File: config.mk
export PLATFORM = sky130hd
export DESIGN_NAME = masked_nibble_counter_deposit_flat
export DESIGN_NICKNAME = d
export VERILOG_FILES = /design/src/design/mnd_pkg.sv /design/src/design/mnd_in_if.sv /design/src/design/mnd_out_if.sv /design/src/design/mnd_store.sv /design/src/design/mnd_deposit.sv /design/src/design/masked_nibble_counter_deposit.sv /design/src/flat_wrapper.sv
export SDC_FILE = /design/constraint.sdc
export NUM_CORES = 2
export LEC_CHECK = 0
export ABC_AREA = 1
export BUFFER_PORTS_ARGS = -buffer_cell sky130_fd_sc_hd__buf_2
export CAP_MARGIN = 20
export CELL_PAD_IN_SITES_DETAIL_PLACEMENT = 1
export CELL_PAD_IN_SITES_GLOBAL_PLACEMENT = 2
export CORE_UTILIZATION = 41
export CTS_CLUSTER_DIAMETER = 200
export DETAILED_ROUTE_END_ITERATION = 8
export PLACE_DENSITY = 0.88
export SLEW_MARGIN = 20
export SYNTH_ARGS = -nofsm -noshare
export SYNTH_HDL_FRONTEND = slang
export SYNTH_SLANG_ARGS = --single-unit
File: constraint.sdc
create_clock -name clk -period 9 [get_ports clk]
set_clock_uncertainty 0.2 [all_clocks]
set_input_delay 1.35 -clock clk [delete_from_list [all_inputs] [get_ports clk]]
set_output_delay 1.35 -clock clk [all_outputs]
set_load 0.05 [all_outputs]
File: src/design/mnd_pkg.sv
// ----------------------------------------------------------------------------
// mnd_pkg
// Shared codes and types for the masked nibble counter deposit block.
// ----------------------------------------------------------------------------
package mnd_pkg;

	// Command codes of an input item
	localparam logic [1:0] CMD_LOAD    = 2'd0;
	localparam logic [1:0] CMD_GEN     = 2'd1;
	localparam logic [1:0] CMD_RESTART = 2'd2;

	// Status codes of a result item
	localparam logic [2:0] ST_OK    = 3'd0;
	localparam logic [2:0] ST_FINAL = 3'd1;
	localparam logic [2:0] ST_DONE  = 3'd2;
	localparam logic [2:0] ST_NONE  = 3'd3;
	localparam logic [2:0] ST_MANY  = 3'd4;

	localparam logic [6:0] HANDLE_LENGTH_RST = 7'd32;

	// One template entry: mask bit 1 is the high nibble, bit 0 the low nibble
	typedef struct packed {
		logic [1:0] mask;
		logic [7:0] tmpl;
	} ent_t;

	// Control from the sequencer to the deposit unit
	typedef struct packed {
		logic start;
		logic advance;
	} dep_ctl_t;

	// Number of set bits in a two-bit nibble mask
	function automatic logic [7:0] mask_bits(input logic [1:0] m);
		mask_bits = {7'd0, m[1]} + {7'd0, m[0]};
	endfunction

	// Largest counter value for a given number of masked nibbles
	function automatic logic [63:0] top_value(input logic [7:0] cnt);
		logic [63:0] t;
		t = {64{1'b1}};
		if (cnt < 8'd16) begin
			t = ~({64{1'b1}} << {cnt[3:0], 2'b00});
		end
		top_value = t;
	endfunction

endpackage

File: src/design/mnd_in_if.sv
// ----------------------------------------------------------------------------
// mnd_in_if
// Input channel: valid/ready handshake with command and template fields.
// ----------------------------------------------------------------------------
interface mnd_in_if ();
	logic       valid;
	logic       ready;
	logic [1:0] command;
	logic [5:0] entry_index;
	logic [7:0] template_byte;
	logic       mask_high;
	logic       mask_low;

	modport source (
		output valid, command, entry_index, template_byte, mask_high, mask_low,
		input  ready
	);
	modport sink (
		input  valid, command, entry_index, template_byte, mask_high, mask_low,
		output ready
	);
endinterface

File: src/design/mnd_out_if.sv
// ----------------------------------------------------------------------------
// mnd_out_if
// Output channel: valid/ready handshake carrying one candidate byte per item.
// ----------------------------------------------------------------------------
interface mnd_out_if ();
	logic        valid;
	logic        ready;
	logic [7:0]  handle_byte;
	logic [5:0]  byte_position;
	logic        last;
	logic [2:0]  status;
	logic [63:0] candidate_number;

	modport source (
		output valid, handle_byte, byte_position, last, status, candidate_number,
		input  ready
	);
	modport sink (
		input  valid, handle_byte, byte_position, last, status, candidate_number,
		output ready
	);
endinterface

File: src/design/mnd_store.sv
// ----------------------------------------------------------------------------
// mnd_store
// Template memory: one write port, one registered read port. Per-entry valid
// bits make never-written entries read as zero byte with zero mask.
// ----------------------------------------------------------------------------
module mnd_store
	import mnd_pkg::*;
#(
	parameter int DEPTH = 64,
	parameter int AW    = 6
) (
	input  logic          clk,
	input  logic          arst_n,
	input  logic          wr_en,
	input  logic [AW-1:0] wr_addr,
	input  ent_t          wr_ent,
	input  logic          rd_en,
	input  logic [AW-1:0] rd_addr,
	output ent_t          rd_ent
);

	ent_t             mem [DEPTH];
	logic [DEPTH-1:0] vld_q;
	ent_t             rd_ent_q;
	logic             rd_vld_q;

	// valid bits, cleared at reset
	always_ff @(posedge clk or negedge arst_n) begin
		if (!arst_n) begin
			vld_q <= '0;
		end else if (wr_en) begin
			vld_q[wr_addr] <= 1'b1;
		end
	end

	// memory write
	always_ff @(posedge clk) begin
		if (wr_en) begin
			mem[wr_addr] <= wr_ent;
		end
	end

	// registered read; data holds between reads
	always_ff @(posedge clk) begin
		if (rd_en) begin
			rd_ent_q <= mem[rd_addr];
			rd_vld_q <= vld_q[rd_addr];
		end
	end

	// unwritten entries read as zero
	assign rd_ent = rd_vld_q ? rd_ent_q : '0;

endmodule

File: src/design/mnd_deposit.sv
// ----------------------------------------------------------------------------
// mnd_deposit
// Shared deposit unit: a rotating copy of the counter supplies the next
// nibbles; each consumed nibble rotates it right by four bits.
// ----------------------------------------------------------------------------
module mnd_deposit
	import mnd_pkg::*;
(
	input  logic        clk,
	input  dep_ctl_t    ctl,
	input  logic [63:0] value,
	input  ent_t        ent,
	output logic [7:0]  byte_out
);

	logic [63:0] rot_q;
	logic [3:0]  nib_hi;
	logic [3:0]  nib_lo;

	// rotate by one nibble per masked nibble of the byte just used
	always_ff @(posedge clk) begin
		if (ctl.start) begin
			rot_q <= value;
		end else if (ctl.advance) begin
			case (ent.mask) inside
				2'b11:   rot_q <= {rot_q[7:0], rot_q[63:8]};
				2'b10,
				2'b01:   rot_q <= {rot_q[3:0], rot_q[63:4]};
				default: rot_q <= rot_q;
			endcase
		end
	end

	// high nibble takes the first counter nibble when masked
	always_comb begin
		nib_hi = ent.mask[1] ? rot_q[3:0] : ent.tmpl[7:4];
		nib_lo = ent.tmpl[3:0];
		if (ent.mask[0]) begin
			nib_lo = ent.mask[1] ? rot_q[7:4] : rot_q[3:0];
		end
	end

	assign byte_out = {nib_hi, nib_lo};

endmodule

File: src/design/masked_nibble_counter_deposit.sv
// ----------------------------------------------------------------------------
// masked_nibble_counter_deposit
// Candidate enumerator over a byte template with counter nibbles deposited
// into the masked nibble positions.
// ----------------------------------------------------------------------------
// One item at a time; in_ch.ready is high only while the sequencer is idle.
// A load reads the old mask (S_LD_RD), then writes the entry and updates the
// masked nibble count (S_LD_WR); a restart completes in the idle state. An
// error or finished generate places a status result from S_ERR. A generate
// first passes a setup state (S_GEN_CHK) for the range checks, counter
// increment and final-candidate compare; then bytes leave one per cycle while
// the output is not stalled, paced by the single read port of the template
// memory. The template memory needs no clearing pass after reset.
// ----------------------------------------------------------------------------
module masked_nibble_counter_deposit
	import mnd_pkg::*;
#(
	parameter int MAX_BYTES         = 64,
	parameter int MAX_COUNT_NIBBLES = 16
) (
	input  logic       clk,
	input  logic       arst_n,
	input  logic       cfg_we,
	input  logic [6:0] cfg_wdata,
	mnd_in_if.sink     in_ch,
	mnd_out_if.source  out_ch
);

	localparam int AW = (MAX_BYTES > 1) ? $clog2(MAX_BYTES) : 1;
	localparam int LW = $clog2(MAX_BYTES + 1);
	localparam int XW = (AW > 6) ? AW : 6;
	localparam int PW = (LW > 6) ? LW : 6;

	localparam logic [2:0] S_IDLE    = 3'd0;
	localparam logic [2:0] S_LD_RD   = 3'd1;
	localparam logic [2:0] S_LD_WR   = 3'd2;
	localparam logic [2:0] S_GEN_CHK = 3'd3;
	localparam logic [2:0] S_GEN     = 3'd4;
	localparam logic [2:0] S_ERR     = 3'd5;

	logic [2:0]    state_q;
	logic [6:0]    hl_q;
	logic [5:0]    idx_q;
	logic [7:0]    tb_q;
	logic [1:0]    mk_q;
	logic [7:0]    count_q;
	logic [63:0]   ctr_q;
	logic          done_q;
	logic          fin_q;
	logic [63:0]   cand_q;
	logic [LW-1:0] len_q;
	logic [LW-1:0] lenm1_q;
	logic [LW-1:0] iss_q;
	logic [2:0]    err_st_q;
	logic          pend_s1;
	logic [LW-1:0] pos_s1;

	logic          out_valid_q;
	logic [7:0]    out_byte_q;
	logic [5:0]    out_pos_q;
	logic          out_last_q;
	logic [2:0]    out_st_q;
	logic [63:0]   out_cand_q;

	logic          in_accept;
	logic          slot_free;
	logic          consume;
	logic          issue;
	logic          load_res;
	logic          idx_ok;
	logic [XW-1:0] idx_ext;
	logic [AW-1:0] rd_addr;
	logic          rd_en;
	logic          wr_en;
	ent_t          wr_ent;
	ent_t          rd_ent;
	dep_ctl_t      dep_ctl;
	logic [7:0]    dep_byte;
	logic [8:0]    len_full;
	logic          is_final;
	logic [PW-1:0] pos_ext;

	assign in_accept = in_ch.valid && in_ch.ready;
	assign in_ch.ready = (state_q == S_IDLE);

	// handshake on the result register
	assign slot_free = !out_valid_q || out_ch.ready;
	assign consume   = (state_q == S_GEN) && pend_s1 && slot_free;
	assign issue     = (state_q == S_GEN) && (iss_q < len_q) && (!pend_s1 || consume);
	assign load_res  = consume || ((state_q == S_ERR) && slot_free);

	// load address and range check
	assign idx_ext = XW'(idx_q);
	assign idx_ok  = ({3'b000, idx_q} < 9'(MAX_BYTES));

	// store port control
	assign rd_en   = issue || ((state_q == S_LD_RD) && idx_ok);
	assign rd_addr = (state_q == S_LD_RD) ? idx_ext[AW-1:0] : iss_q[AW-1:0];
	assign wr_en   = (state_q == S_LD_WR);
	assign wr_ent  = '{mask: mk_q, tmpl: tb_q};

	// clamp the configured length to one .. MAX_BYTES
	always_comb begin
		len_full = (hl_q == 7'd0) ? 9'd1 : {2'b00, hl_q};
		if (len_full > 9'(MAX_BYTES)) begin
			len_full = 9'(MAX_BYTES);
		end
	end

	assign is_final = (ctr_q >= top_value(count_q));

	assign dep_ctl.start   = (state_q == S_GEN_CHK);
	assign dep_ctl.advance = consume;
	assign pos_ext         = PW'(pos_s1);

	mnd_store #(
		.DEPTH (MAX_BYTES),
		.AW    (AW)
	) u_store (
		.clk     (clk),
		.arst_n  (arst_n),
		.wr_en   (wr_en),
		.wr_addr (idx_ext[AW-1:0]),
		.wr_ent  (wr_ent),
		.rd_en   (rd_en),
		.rd_addr (rd_addr),
		.rd_ent  (rd_ent)
	);

	mnd_deposit u_deposit (
		.clk      (clk),
		.ctl      (dep_ctl),
		.value    (ctr_q),
		.ent      (rd_ent),
		.byte_out (dep_byte)
	);

	// configuration register
	always_ff @(posedge clk or negedge arst_n) begin
		if (!arst_n) begin
			hl_q <= HANDLE_LENGTH_RST;
		end else if (cfg_we) begin
			hl_q <= cfg_wdata;
		end
	end

	// latch the accepted item
	always_ff @(posedge clk) begin
		if (in_accept) begin
			idx_q <= in_ch.entry_index;
			tb_q  <= in_ch.template_byte;
			mk_q  <= {in_ch.mask_high, in_ch.mask_low};
		end
	end

	// sequencer
	always_ff @(posedge clk or negedge arst_n) begin
		if (!arst_n) begin
			state_q  <= S_IDLE;
			count_q  <= '0;
			ctr_q    <= '0;
			done_q   <= 1'b0;
			fin_q    <= 1'b0;
			err_st_q <= ST_OK;
			len_q    <= '0;
			lenm1_q  <= '0;
			iss_q    <= '0;
			pend_s1  <= 1'b0;
		end else begin
			unique case (state_q)
				S_IDLE: begin
					if (in_accept) begin
						unique case (in_ch.command)
							CMD_LOAD: state_q <= S_LD_RD;
							CMD_GEN:  state_q <= S_GEN_CHK;
							CMD_RESTART: begin
								ctr_q  <= '0;
								done_q <= 1'b0;
							end
							default: state_q <= S_IDLE;
						endcase
					end
				end
				S_LD_RD: begin
					state_q <= idx_ok ? S_LD_WR : S_IDLE;
				end
				S_LD_WR: begin
					count_q <= count_q - mask_bits(rd_ent.mask) + mask_bits(mk_q);
					state_q <= S_IDLE;
				end
				S_GEN_CHK: begin
					if (count_q == 8'd0) begin
						err_st_q <= ST_NONE;
						state_q  <= S_ERR;
					end else if (count_q > 8'(MAX_COUNT_NIBBLES)) begin
						err_st_q <= ST_MANY;
						state_q  <= S_ERR;
					end else if (done_q) begin
						err_st_q <= ST_DONE;
						state_q  <= S_ERR;
					end else begin
						ctr_q   <= ctr_q + 64'd1;
						done_q  <= is_final;
						fin_q   <= is_final;
						len_q   <= len_full[LW-1:0];
						lenm1_q <= len_full[LW-1:0] - LW'(1);
						iss_q   <= '0;
						pend_s1 <= 1'b0;
						state_q <= S_GEN;
					end
				end
				S_GEN: begin
					if (issue) begin
						iss_q   <= iss_q + LW'(1);
						pend_s1 <= 1'b1;
					end else if (consume) begin
						pend_s1 <= 1'b0;
					end
					if (consume && (pos_s1 == lenm1_q)) begin
						state_q <= S_IDLE;
					end
				end
				S_ERR: begin
					if (slot_free) begin
						state_q <= S_IDLE;
					end
				end
				default: state_q <= S_IDLE;
			endcase
		end
	end

	// position of the byte now in the read register
	always_ff @(posedge clk) begin
		if (issue) begin
			pos_s1 <= iss_q;
		end
	end

	// candidate number of the run
	always_ff @(posedge clk) begin
		if (state_q == S_GEN_CHK) begin
			cand_q <= ctr_q;
		end
	end

	// result register valid
	always_ff @(posedge clk or negedge arst_n) begin
		if (!arst_n) begin
			out_valid_q <= 1'b0;
		end else if (load_res) begin
			out_valid_q <= 1'b1;
		end else if (out_ch.ready) begin
			out_valid_q <= 1'b0;
		end
	end

	// result register payload
	always_ff @(posedge clk) begin
		if (consume) begin
			out_byte_q <= dep_byte;
			out_pos_q  <= pos_ext[5:0];
			out_last_q <= (pos_s1 == lenm1_q);
			out_st_q   <= fin_q ? ST_FINAL : ST_OK;
			out_cand_q <= cand_q;
		end else if (load_res) begin
			out_byte_q <= '0;
			out_pos_q  <= '0;
			out_last_q <= 1'b1;
			out_st_q   <= err_st_q;
			out_cand_q <= '0;
		end
	end

	assign out_ch.valid            = out_valid_q;
	assign out_ch.handle_byte      = out_byte_q;
	assign out_ch.byte_position    = out_pos_q;
	assign out_ch.last             = out_last_q;
	assign out_ch.status           = out_st_q;
	assign out_ch.candidate_number = out_cand_q;

	// counter moves only while an item is being worked on
	a_ctr_idle: assert property (@(posedge clk) disable iff (!arst_n)
		(state_q == S_IDLE && !in_accept) |=> $stable(ctr_q))
		else $error("counter changed while idle");

	// error results are single, zeroed items
	a_err_res: assert property (@(posedge clk) disable iff (!arst_n)
		(out_ch.valid && (out_ch.status == ST_DONE || out_ch.status == ST_NONE ||
		out_ch.status == ST_MANY)) |-> (out_ch.last && out_ch.handle_byte == 8'd0 &&
		out_ch.candidate_number == 64'd0))
		else $error("error result not zeroed");

	// a pending read never points past the candidate length
	a_pend_pos: assert property (@(posedge clk) disable iff (!arst_n)
		pend_s1 |-> (pos_s1 < len_q))
		else $error("read position beyond length");

	// no byte is left behind when a new item is taken
	a_idle_clean: assert property (@(posedge clk) disable iff (!arst_n)
		in_ch.ready |-> !pend_s1)
		else $error("pending byte while ready");

endmodule

File: src/flat_wrapper.sv
// flat-port wrapper written by rule: the top's interface ports become plain ports
module masked_nibble_counter_deposit_flat import mnd_pkg::*;
#(
	parameter int MAX_BYTES         = 64,
	parameter int MAX_COUNT_NIBBLES = 16
)
  (clk, arst_n, cfg_we, cfg_wdata, in_ch_valid, in_ch_command, in_ch_entry_index, in_ch_template_byte, in_ch_mask_high, in_ch_mask_low, in_ch_ready, out_ch_valid, out_ch_handle_byte, out_ch_byte_position, out_ch_last, out_ch_status, out_ch_candidate_number, out_ch_ready);
  mnd_in_if in_ch_i ();
  mnd_out_if out_ch_i ();
  input  logic clk;
  input  logic arst_n;
  input  logic cfg_we;
  input  logic [6:0] cfg_wdata;
  input wire logic [$bits(in_ch_i.valid)-1:0] in_ch_valid;
  input wire logic [$bits(in_ch_i.command)-1:0] in_ch_command;
  input wire logic [$bits(in_ch_i.entry_index)-1:0] in_ch_entry_index;
  input wire logic [$bits(in_ch_i.template_byte)-1:0] in_ch_template_byte;
  input wire logic [$bits(in_ch_i.mask_high)-1:0] in_ch_mask_high;
  input wire logic [$bits(in_ch_i.mask_low)-1:0] in_ch_mask_low;
  output wire logic [$bits(in_ch_i.ready)-1:0] in_ch_ready;
  output wire logic [$bits(out_ch_i.valid)-1:0] out_ch_valid;
  output wire logic [$bits(out_ch_i.handle_byte)-1:0] out_ch_handle_byte;
  output wire logic [$bits(out_ch_i.byte_position)-1:0] out_ch_byte_position;
  output wire logic [$bits(out_ch_i.last)-1:0] out_ch_last;
  output wire logic [$bits(out_ch_i.status)-1:0] out_ch_status;
  output wire logic [$bits(out_ch_i.candidate_number)-1:0] out_ch_candidate_number;
  input wire logic [$bits(out_ch_i.ready)-1:0] out_ch_ready;
  assign in_ch_i.valid = in_ch_valid;
  assign in_ch_i.command = in_ch_command;
  assign in_ch_i.entry_index = in_ch_entry_index;
  assign in_ch_i.template_byte = in_ch_template_byte;
  assign in_ch_i.mask_high = in_ch_mask_high;
  assign in_ch_i.mask_low = in_ch_mask_low;
  assign in_ch_ready = in_ch_i.ready;
  assign out_ch_valid = out_ch_i.valid;
  assign out_ch_handle_byte = out_ch_i.handle_byte;
  assign out_ch_byte_position = out_ch_i.byte_position;
  assign out_ch_last = out_ch_i.last;
  assign out_ch_status = out_ch_i.status;
  assign out_ch_candidate_number = out_ch_i.candidate_number;
  assign out_ch_i.ready = out_ch_ready;
  masked_nibble_counter_deposit #(.MAX_BYTES(MAX_BYTES), .MAX_COUNT_NIBBLES(MAX_COUNT_NIBBLES)) u_core (.clk(clk), .arst_n(arst_n), .cfg_we(cfg_we), .cfg_wdata(cfg_wdata), .in_ch(in_ch_i), .out_ch(out_ch_i));
endmodule
Yosys cells after proc, flatten, opt, wreduce, memory -nomap -nowiden
Memories as Yosys holds them, arrays and structs flattened. A register that Yosys moved wholly into a read port is not among the register bits.
Index checks and enable logic that the tools add are counted.
Storage, ports and cells
  register bits after elaboration: 408
  bits in writable memories: 640
  bits of input ports: 30
  output and inout port bits: 84
  logic and storage cells: 167
  memories: 1
Operators by class
  add/sub/neg operators: 7
  $lt $le $gt $ge: 8
  equal/unequal tests: 21
  shift-type cells: 1
  muxes and demuxes: 65
  bitwise logic cells: 5
  reduce and logical (&&, ||, !) cells: 34
Memory list
  u_core.u_store.mem: depth 64, bits a word 10, read ports 1, clocked after Yosys merged registers in 1, wr ports 1, RTL line mnd_store.sv:22  | ent_t mem [DEPTH];
Operators with widths (count)
  2-to-1 mux 64 bit: 12
  case mux 64 bit (2 select lines): 1
  adder 64 x 1 -> 64 bit (second input constant): 1
  >= comparator 64 bit: 1
  NOT 64 bit: 1
  OR 64 bit: 1
  left shift 64 x 6 -> 64 bit (first input constant): 1
  2-to-1 mux 7 bit: 6
  2-to-1 mux 3 bit: 10
  2-to-1 mux 1 bit: 20
  2-to-1 mux 6 bit: 3
  2-to-1 mux 8 bit: 2
  case mux 3 bit (5 select lines): 1
  AND reduction 5 bit: 3
  less-than comparator 6 x 7 -> 1 bit (second input constant): 2
  inequality test 2 bit (second input constant): 7
  case mux 7 bit (2 select lines): 1
  2-to-1 mux 4 bit: 3
  2-to-1 mux 10 bit: 1
  nonzero test 2 bit: 5
  > comparator 9 x 7 -> 1 bit (second input constant): 1
  case mux 3 bit (3 select lines): 1
  adder 8 bit: 1
  > comparator 8 x 5 -> 1 bit (second input constant): 1
  other kinds (31): 55

Logic depth before layout (Yosys ltp)
  depth in word-level cells: 8
  gate-level depth with buffers: 22
  gate-level depth less buffers: 21

Modules after synthesis
Synthesis repeated with hierarchy kept, for this count alone.
Second synthesis, totals
  cell total of the unflattened synthesis: 4573
  area, all modules: 47210.3 um2
Modules (own cells, without submodules)
  mnd_store: instances 1, cells an instance 2536, area an instance 29148.0 um2, seq. area each 21150.3 um2
  masked_nibble_counter_deposit: instances 1, cells an instance 1524, area an instance 14226.1 um2, seq. area each 7828.8 um2
  mnd_deposit: instances 1, cells an instance 513, area an instance 3836.2 um2, seq. area each 1921.8 um2

Worst setup path after synthesis
No wires, ideal clock.
  kind: input-to-reg
  start: input port out_ch_ready
  end: register u_core.u_deposit.rot_q[0], enable pin
  setup time: 0.574 ns
  data arrival time: 6.360 ns
  required time: 8.226 ns
  setup slack: 1.866 ns
  stages on the path: 5
  cells stage by stage: nor2_1 > inv_1 > nand3_1 > clkbuf_1 > o21ai_0
On the way
  longest elaborated chain between the ends: 4
RTL lines
  start, declared: RTL line flat_wrapper.sv:27  | input wire logic [$bits(out_ch_i.ready)-1:0] out_ch_ready;
  logical OR 1 bit: RTL line masked_nibble_counter_deposit.sv:87  | assign slot_free = !out_valid_q || out_ch.ready;
  logical AND 1 bit: RTL line masked_nibble_counter_deposit.sv:88  | assign consume = (state_q == S_GEN) && pend_s1 && slot_free;
  nonzero test 2 bit (no source line)
  AND reduction 2 bit (no source line)
  end signal, assigned: RTL line mnd_deposit.sv:26  | 2'b11: rot_q <= {rot_q[7:0], rot_q[63:8]};
  end signal, assigned: RTL line mnd_deposit.sv:28  | 2'b01: rot_q <= {rot_q[3:0], rot_q[63:4]};
  end signal, assigned: RTL line mnd_deposit.sv:29  | default: rot_q <= rot_q;
  end, declared: RTL line mnd_deposit.sv:16  | logic [63:0] rot_q;
No other way between the ends.
A chain may end at the register's enable or synchronous reset.

Worst setup path after layout
  start: register u_core.state_q[0]
  end: register u_core.ctr_q[11]
On the way
  longest elaborated chain between the ends: 4
  elaborated cells between the ends (all ways): 11
  those cells by class: eq/ne (6); mux (1); reduce/logical (4)
RTL lines
  start, declared: RTL line masked_nibble_counter_deposit.sv:41  | logic [2:0] state_q;
  start signal, assigned: RTL line masked_nibble_counter_deposit.sv:185  | state_q <= idx_ok ? S_LD_WR : S_IDLE;
  logical NOT 3 bit: RTL line masked_nibble_counter_deposit.sv:84, masked_nibble_counter_deposit.sv:170
  logical AND 1 bit: RTL line masked_nibble_counter_deposit.sv:83  | assign in_accept = in_ch.valid && in_ch.ready;
  inequality test 2 bit (no source line)
  AND reduction 6 bit (no source line)
  end signal, assigned: RTL line masked_nibble_counter_deposit.sv:202  | ctr_q <= ctr_q + 64'd1;
  end, declared: RTL line masked_nibble_counter_deposit.sv:47  | logic [63:0] ctr_q;
Several ways; a longest one is shown, not always the timed one.

==> impl_metrics.csv <==
group,metric,value,unit
clock_network,clock_root_cell,"clkbuf_16",
floorplan,die_w,343,microns
power,power.total,16000,uW
floorplan,die_height,343,microns
run_status,outcome,"complete, no violations",
critical_path,worst-r2r-setup-slack,4.39,ns
timing,setup_total_negative_slack,0,ns
critical_path,timing.critical_path.fanout_max,74,
synthesis,yosys-mux-area-fraction,0.0236,%
synthesis,seq_area_frac_synth,64.7,%
critical_path,r2r_cells,12,
routing,drc_errors,0,
timing,finalSetupViolCount,0,
synthesis,synth.net_count,4908,
placement,portBuffers,113,
placement,routabilityCongestion,0.897,
synthesis,ys_async_sr_fraction,16.4,%
synthesis,synth_cell_types,44,
critical_path,worst_setup_path_end_kind,"flop",
clock_network,numCtsBuffers,111,
final_layout,antennaDiodeCount,0,
global_route,grt_pass1_wl,221000,microns
floorplan,floorplan.core_area,115000,sq um
timing,transition_time_of_the_tightest_slew_check_pin,1.14,ns
synthesis,synth_enable_flop_cells,884,
clock_network,post_cts_buffers,0,
critical_path,worst_r2r_dst,"u_core.ctr_q[11]",
timing,layout_min_cycle_time,4.61,ns
critical_path,element_type_at_the_critical_path_start,"flop",
clock_network,clock-sinks,1058,
floorplan,design.die.area,118000,sq um
global_route,grt_start_max_net_pins,183,
routing,final_antenna_net_count,0,
critical_path,crit_type,"flop to flop",
synthesis,synth_warn,0,
global_route,vias_in_the_first_global_route,36100,
timing,slew_headroom,23.5,%
global_route,top_usage_layer,"met2",
critical_path,crit_required,9.42,ns
power,highest_ir_drop_seen_on_vdd,0.000373,V
critical_path,timing.critical_path.arrival,5.03,ns
synthesis,post_synth_instance_area,47800,sq um
global_route,grt_antenna_before_repair,2,
routing,wl,145000,microns
global_route,grt.overflow.total,0,
clock_network,postCtsHoldBufs,0,
final_layout,drive_gt1_share,7.91,%
placement,dp_worst_setup_slack,4.38,ns
run,maxCapViolCount,0,
worst_hold_path,hold_class,"flop to flop",
clock_network,worst_skew_pair.late_latency,0.75,ns
final_layout,design.final.nets,4969,
floorplan,rows,124,
timing,layout_setup_ws,4.39,ns
global_route,use_met2,39.8,%
clock_network,clk_pin_slew_worst_paths,0.06,ns
worst_hold_path,timing.hold.worst_endpoint,"u_core.u_store.vld_q[43]",
timing,min_period_over_period,51.3,%
routing,wl_per_cell,22.4,microns
worst_hold_path,holdPathStages,2,
timing,clock.fmax,217,MHz
synthesis,synthesis.area_per_instance,9.95,sq um
synthesis,ys_seq_elements,1058,
clock_network,cts_buffer_depth,3,
synthesis,synthXorXnorAreaFrac,0.752,%
global_route,use_met3,2.98,%
worst_hold_path,startpoint_of_the_lowest_slack_hold_path,"u_core.u_store.vld_q[43]",
final_layout,area_delta_synth_final,12.6,%
clock_network,tritoncts_clock_tree,"yes",
floorplan,start_util,41.5,%
global_route,grt_use_met1,34.5,%
critical_path,reg2reg_start,"u_core.state_q[0]",
routing,avgViaCountPerCell,5.46,
synthesis,netlist_instances,4798,
timing,setup_repair_after_global_routing_missed_its_margin,"no",
clock_network,htreeDepth,3,
routing,initialDrtViolationCount,2982,
clock_network,ctsResizeCount,0,
routing,vias,35300,
final_layout,mostFrequentLayoutCell,"nand2_1",
timing,final-hold-violation-count,0,
power,power_density,298,nW/um^2
synthesis,synth-compound-area-share,4.53,%
routing,drt_pre_antenna_iters,6,
synthesis,synthAdderAreaFrac,2.13,%
synthesis,simple_gate_portion_of_the_synthesized_area,21.6,%
power,static-leakage-power,0.0220,uW
synthesis,synth_top_family_by_area,"simple AND/OR/NAND/NOR gates",
timing,finalMaxSlewViolations,0,
synthesis,synthFlopType,"edfxtp_1",
floorplan,floorplan.io_pins,114,
placement,place.detailed.hpwl,88800,microns
final_layout,most-common-layout-cells,"nand2_1 (1435), edfxtp_1 (884), nand3_1 (552)",
global_route,total_global_routing_track_utilization,24.6,%
[sequential cells by signal, indices dropped and copies added (netlist names), 2 cells and up]
signal,cells
u_core.ctr_q,64
u_core.u_store.rd_ent_q,10
u_core.idx_ext,6
u_core.len_q,7
u_core.err_st_q,3
u_core.count_q,8
u_core.lenm1_q,7
u_core.u_store.vld_q,64
u_core.mk_q,2
u_core.u_deposit.rot_q,64
u_core.out_ch.byte_position,6
u_core.out_ch.status,3
u_core.u_store.mem,640
u_core.hl_q,7
u_core.tb_q,8
u_core.out_ch.candidate_number,64
u_core.pos_ext,7
u_core.cand_q,64
u_core.state_q,3
u_core.out_ch.handle_byte,8
u_core.iss_q,7
[routing by layer]
metal | vias up | share of wire [%] | wire (microns)
li1 | 16100 | - | -
met1 | 17900 | 45 | 64400
met2 | 1066 | 47 | 67800
met3 | 228 | 5.8 | 8400
met4 | 2 | 2.9 | 4140
met5 | - | 0.0090 | 13
[worst max-delay path, stage by stage (launching register included)]
cell,delay (ns)
dfrtp_1,0.47
nand3_4,0.11
buf_4,0.64
clkinv_2,0.85
nand3_1,0.41
nand2_1,0.13
nor2_4,0.41
buf_4,0.50
nand2_1,0.22
nor2_1,0.19
nand2_1,0.09
nor3_1,0.15
nor2_1,0.08
[power by group]
group | internal (uW) | switching (uW) | total [uW]
sequential | 5970 | 209 | 6180
clock | 2780 | 2040 | 4820
combinational | 1260 | 3760 | 5030
[worst max path at each step]
| stage | end | from | cells past startpoint | slack (ns) |
|---|---|---|---|---|
| after floorplan | u_core.u_deposit.rot_q[0] | out_ch_ready | 5 | 1.87 |
| after global placement | u_core.ctr_q[11] | u_core.state_q[0] | 12 | 4.48 |
| after detailed placement | u_core.ctr_q[11] | u_core.state_q[0] | 12 | 4.38 |
| after CTS | u_core.ctr_q[11] | u_core.state_q[0] | 12 | 4.40 |
| after global routing | u_core.ctr_q[11] | u_core.state_q[0] | 12 | 4.02 |
| final | u_core.ctr_q[11] | u_core.state_q[0] | 12 | 4.39 |
[cell families (layout without fill, tap and decap cells)]
kind of cell | Yosys count | in the layout
buffers and inverters | 770 | 926
AOI/OAI and AO/OA | 366 | 366
adders and majority gates | 80 | 80
DFF | 1058 | 1058
muxes | 1 | 1
and+or+nand+nor | 2482 | 2482
xor gates and xnor gates | 41 | 41
[final cells by class]
type,count,area [sq um]
Clock buffer,148,3030
Clock inverter,60,817
Fill cell,12700,61200
Inverter,542,2040
Multi-Input combinational cell,2970,14000
Sequential cell,1058,30900
Tap cell,1512,1890
Timing Repair Buffer,176,1110
[through the flow]
| stage | hold WS (ns) | area [sq um] | instances | utilization [%] |
|---|---|---|---|---|
| detailed placement | 0.245 | 49900 | 6257 | 43.4 |
| global placement | 0.238 | 49900 | 6257 | 43.4 |
| global route | 0.271 | 53800 | 6466 | 46.8 |
| floorplan | 0.223 | 47800 | 4798 | - |
| finish | 0.260 | 53800 | 6466 | 46.8 |
| CTS | 0.260 | 53700 | 6465 | 46.7 |
[Yosys cell counts (2+ instances only)]
library cell     n  area, sq um
nor2_1         364         1370
or2_2           11         68.8
o211ai_1        55          413
fa_1             2         40.0
a21oi_1         55          275
ha_1            78          976
nand3b_1         8         60.1
o22ai_1          2         12.5
a31oi_1         62          388
xnor2_1          7         61.3
buf_4            2         15.0
buf_1           12         45.0
nand4_1         56          350
xor2_1          34          298
nor3b_1          4         30.0
a22oi_1          5         37.5
nor3_1          38          190
inv_1          533         2000
dfrtp_1        173         4330
clkbuf_1       135          507
o31ai_1         22          165
o21ai_1          2         10.0
nand2_1       1435         5390
clkinv_1         2         7.51
edfxtp_1       884        26500
nor2_2           3         18.8
o21ai_2          5         43.8
inv_2            7         26.3
buf_2           79          395
o21ai_0        148          741
o21bai_1         4         30.0
nor4_1           6         37.5
nand3_1        554         2770
No activity file was read; power rests on OpenSTA's default activity.
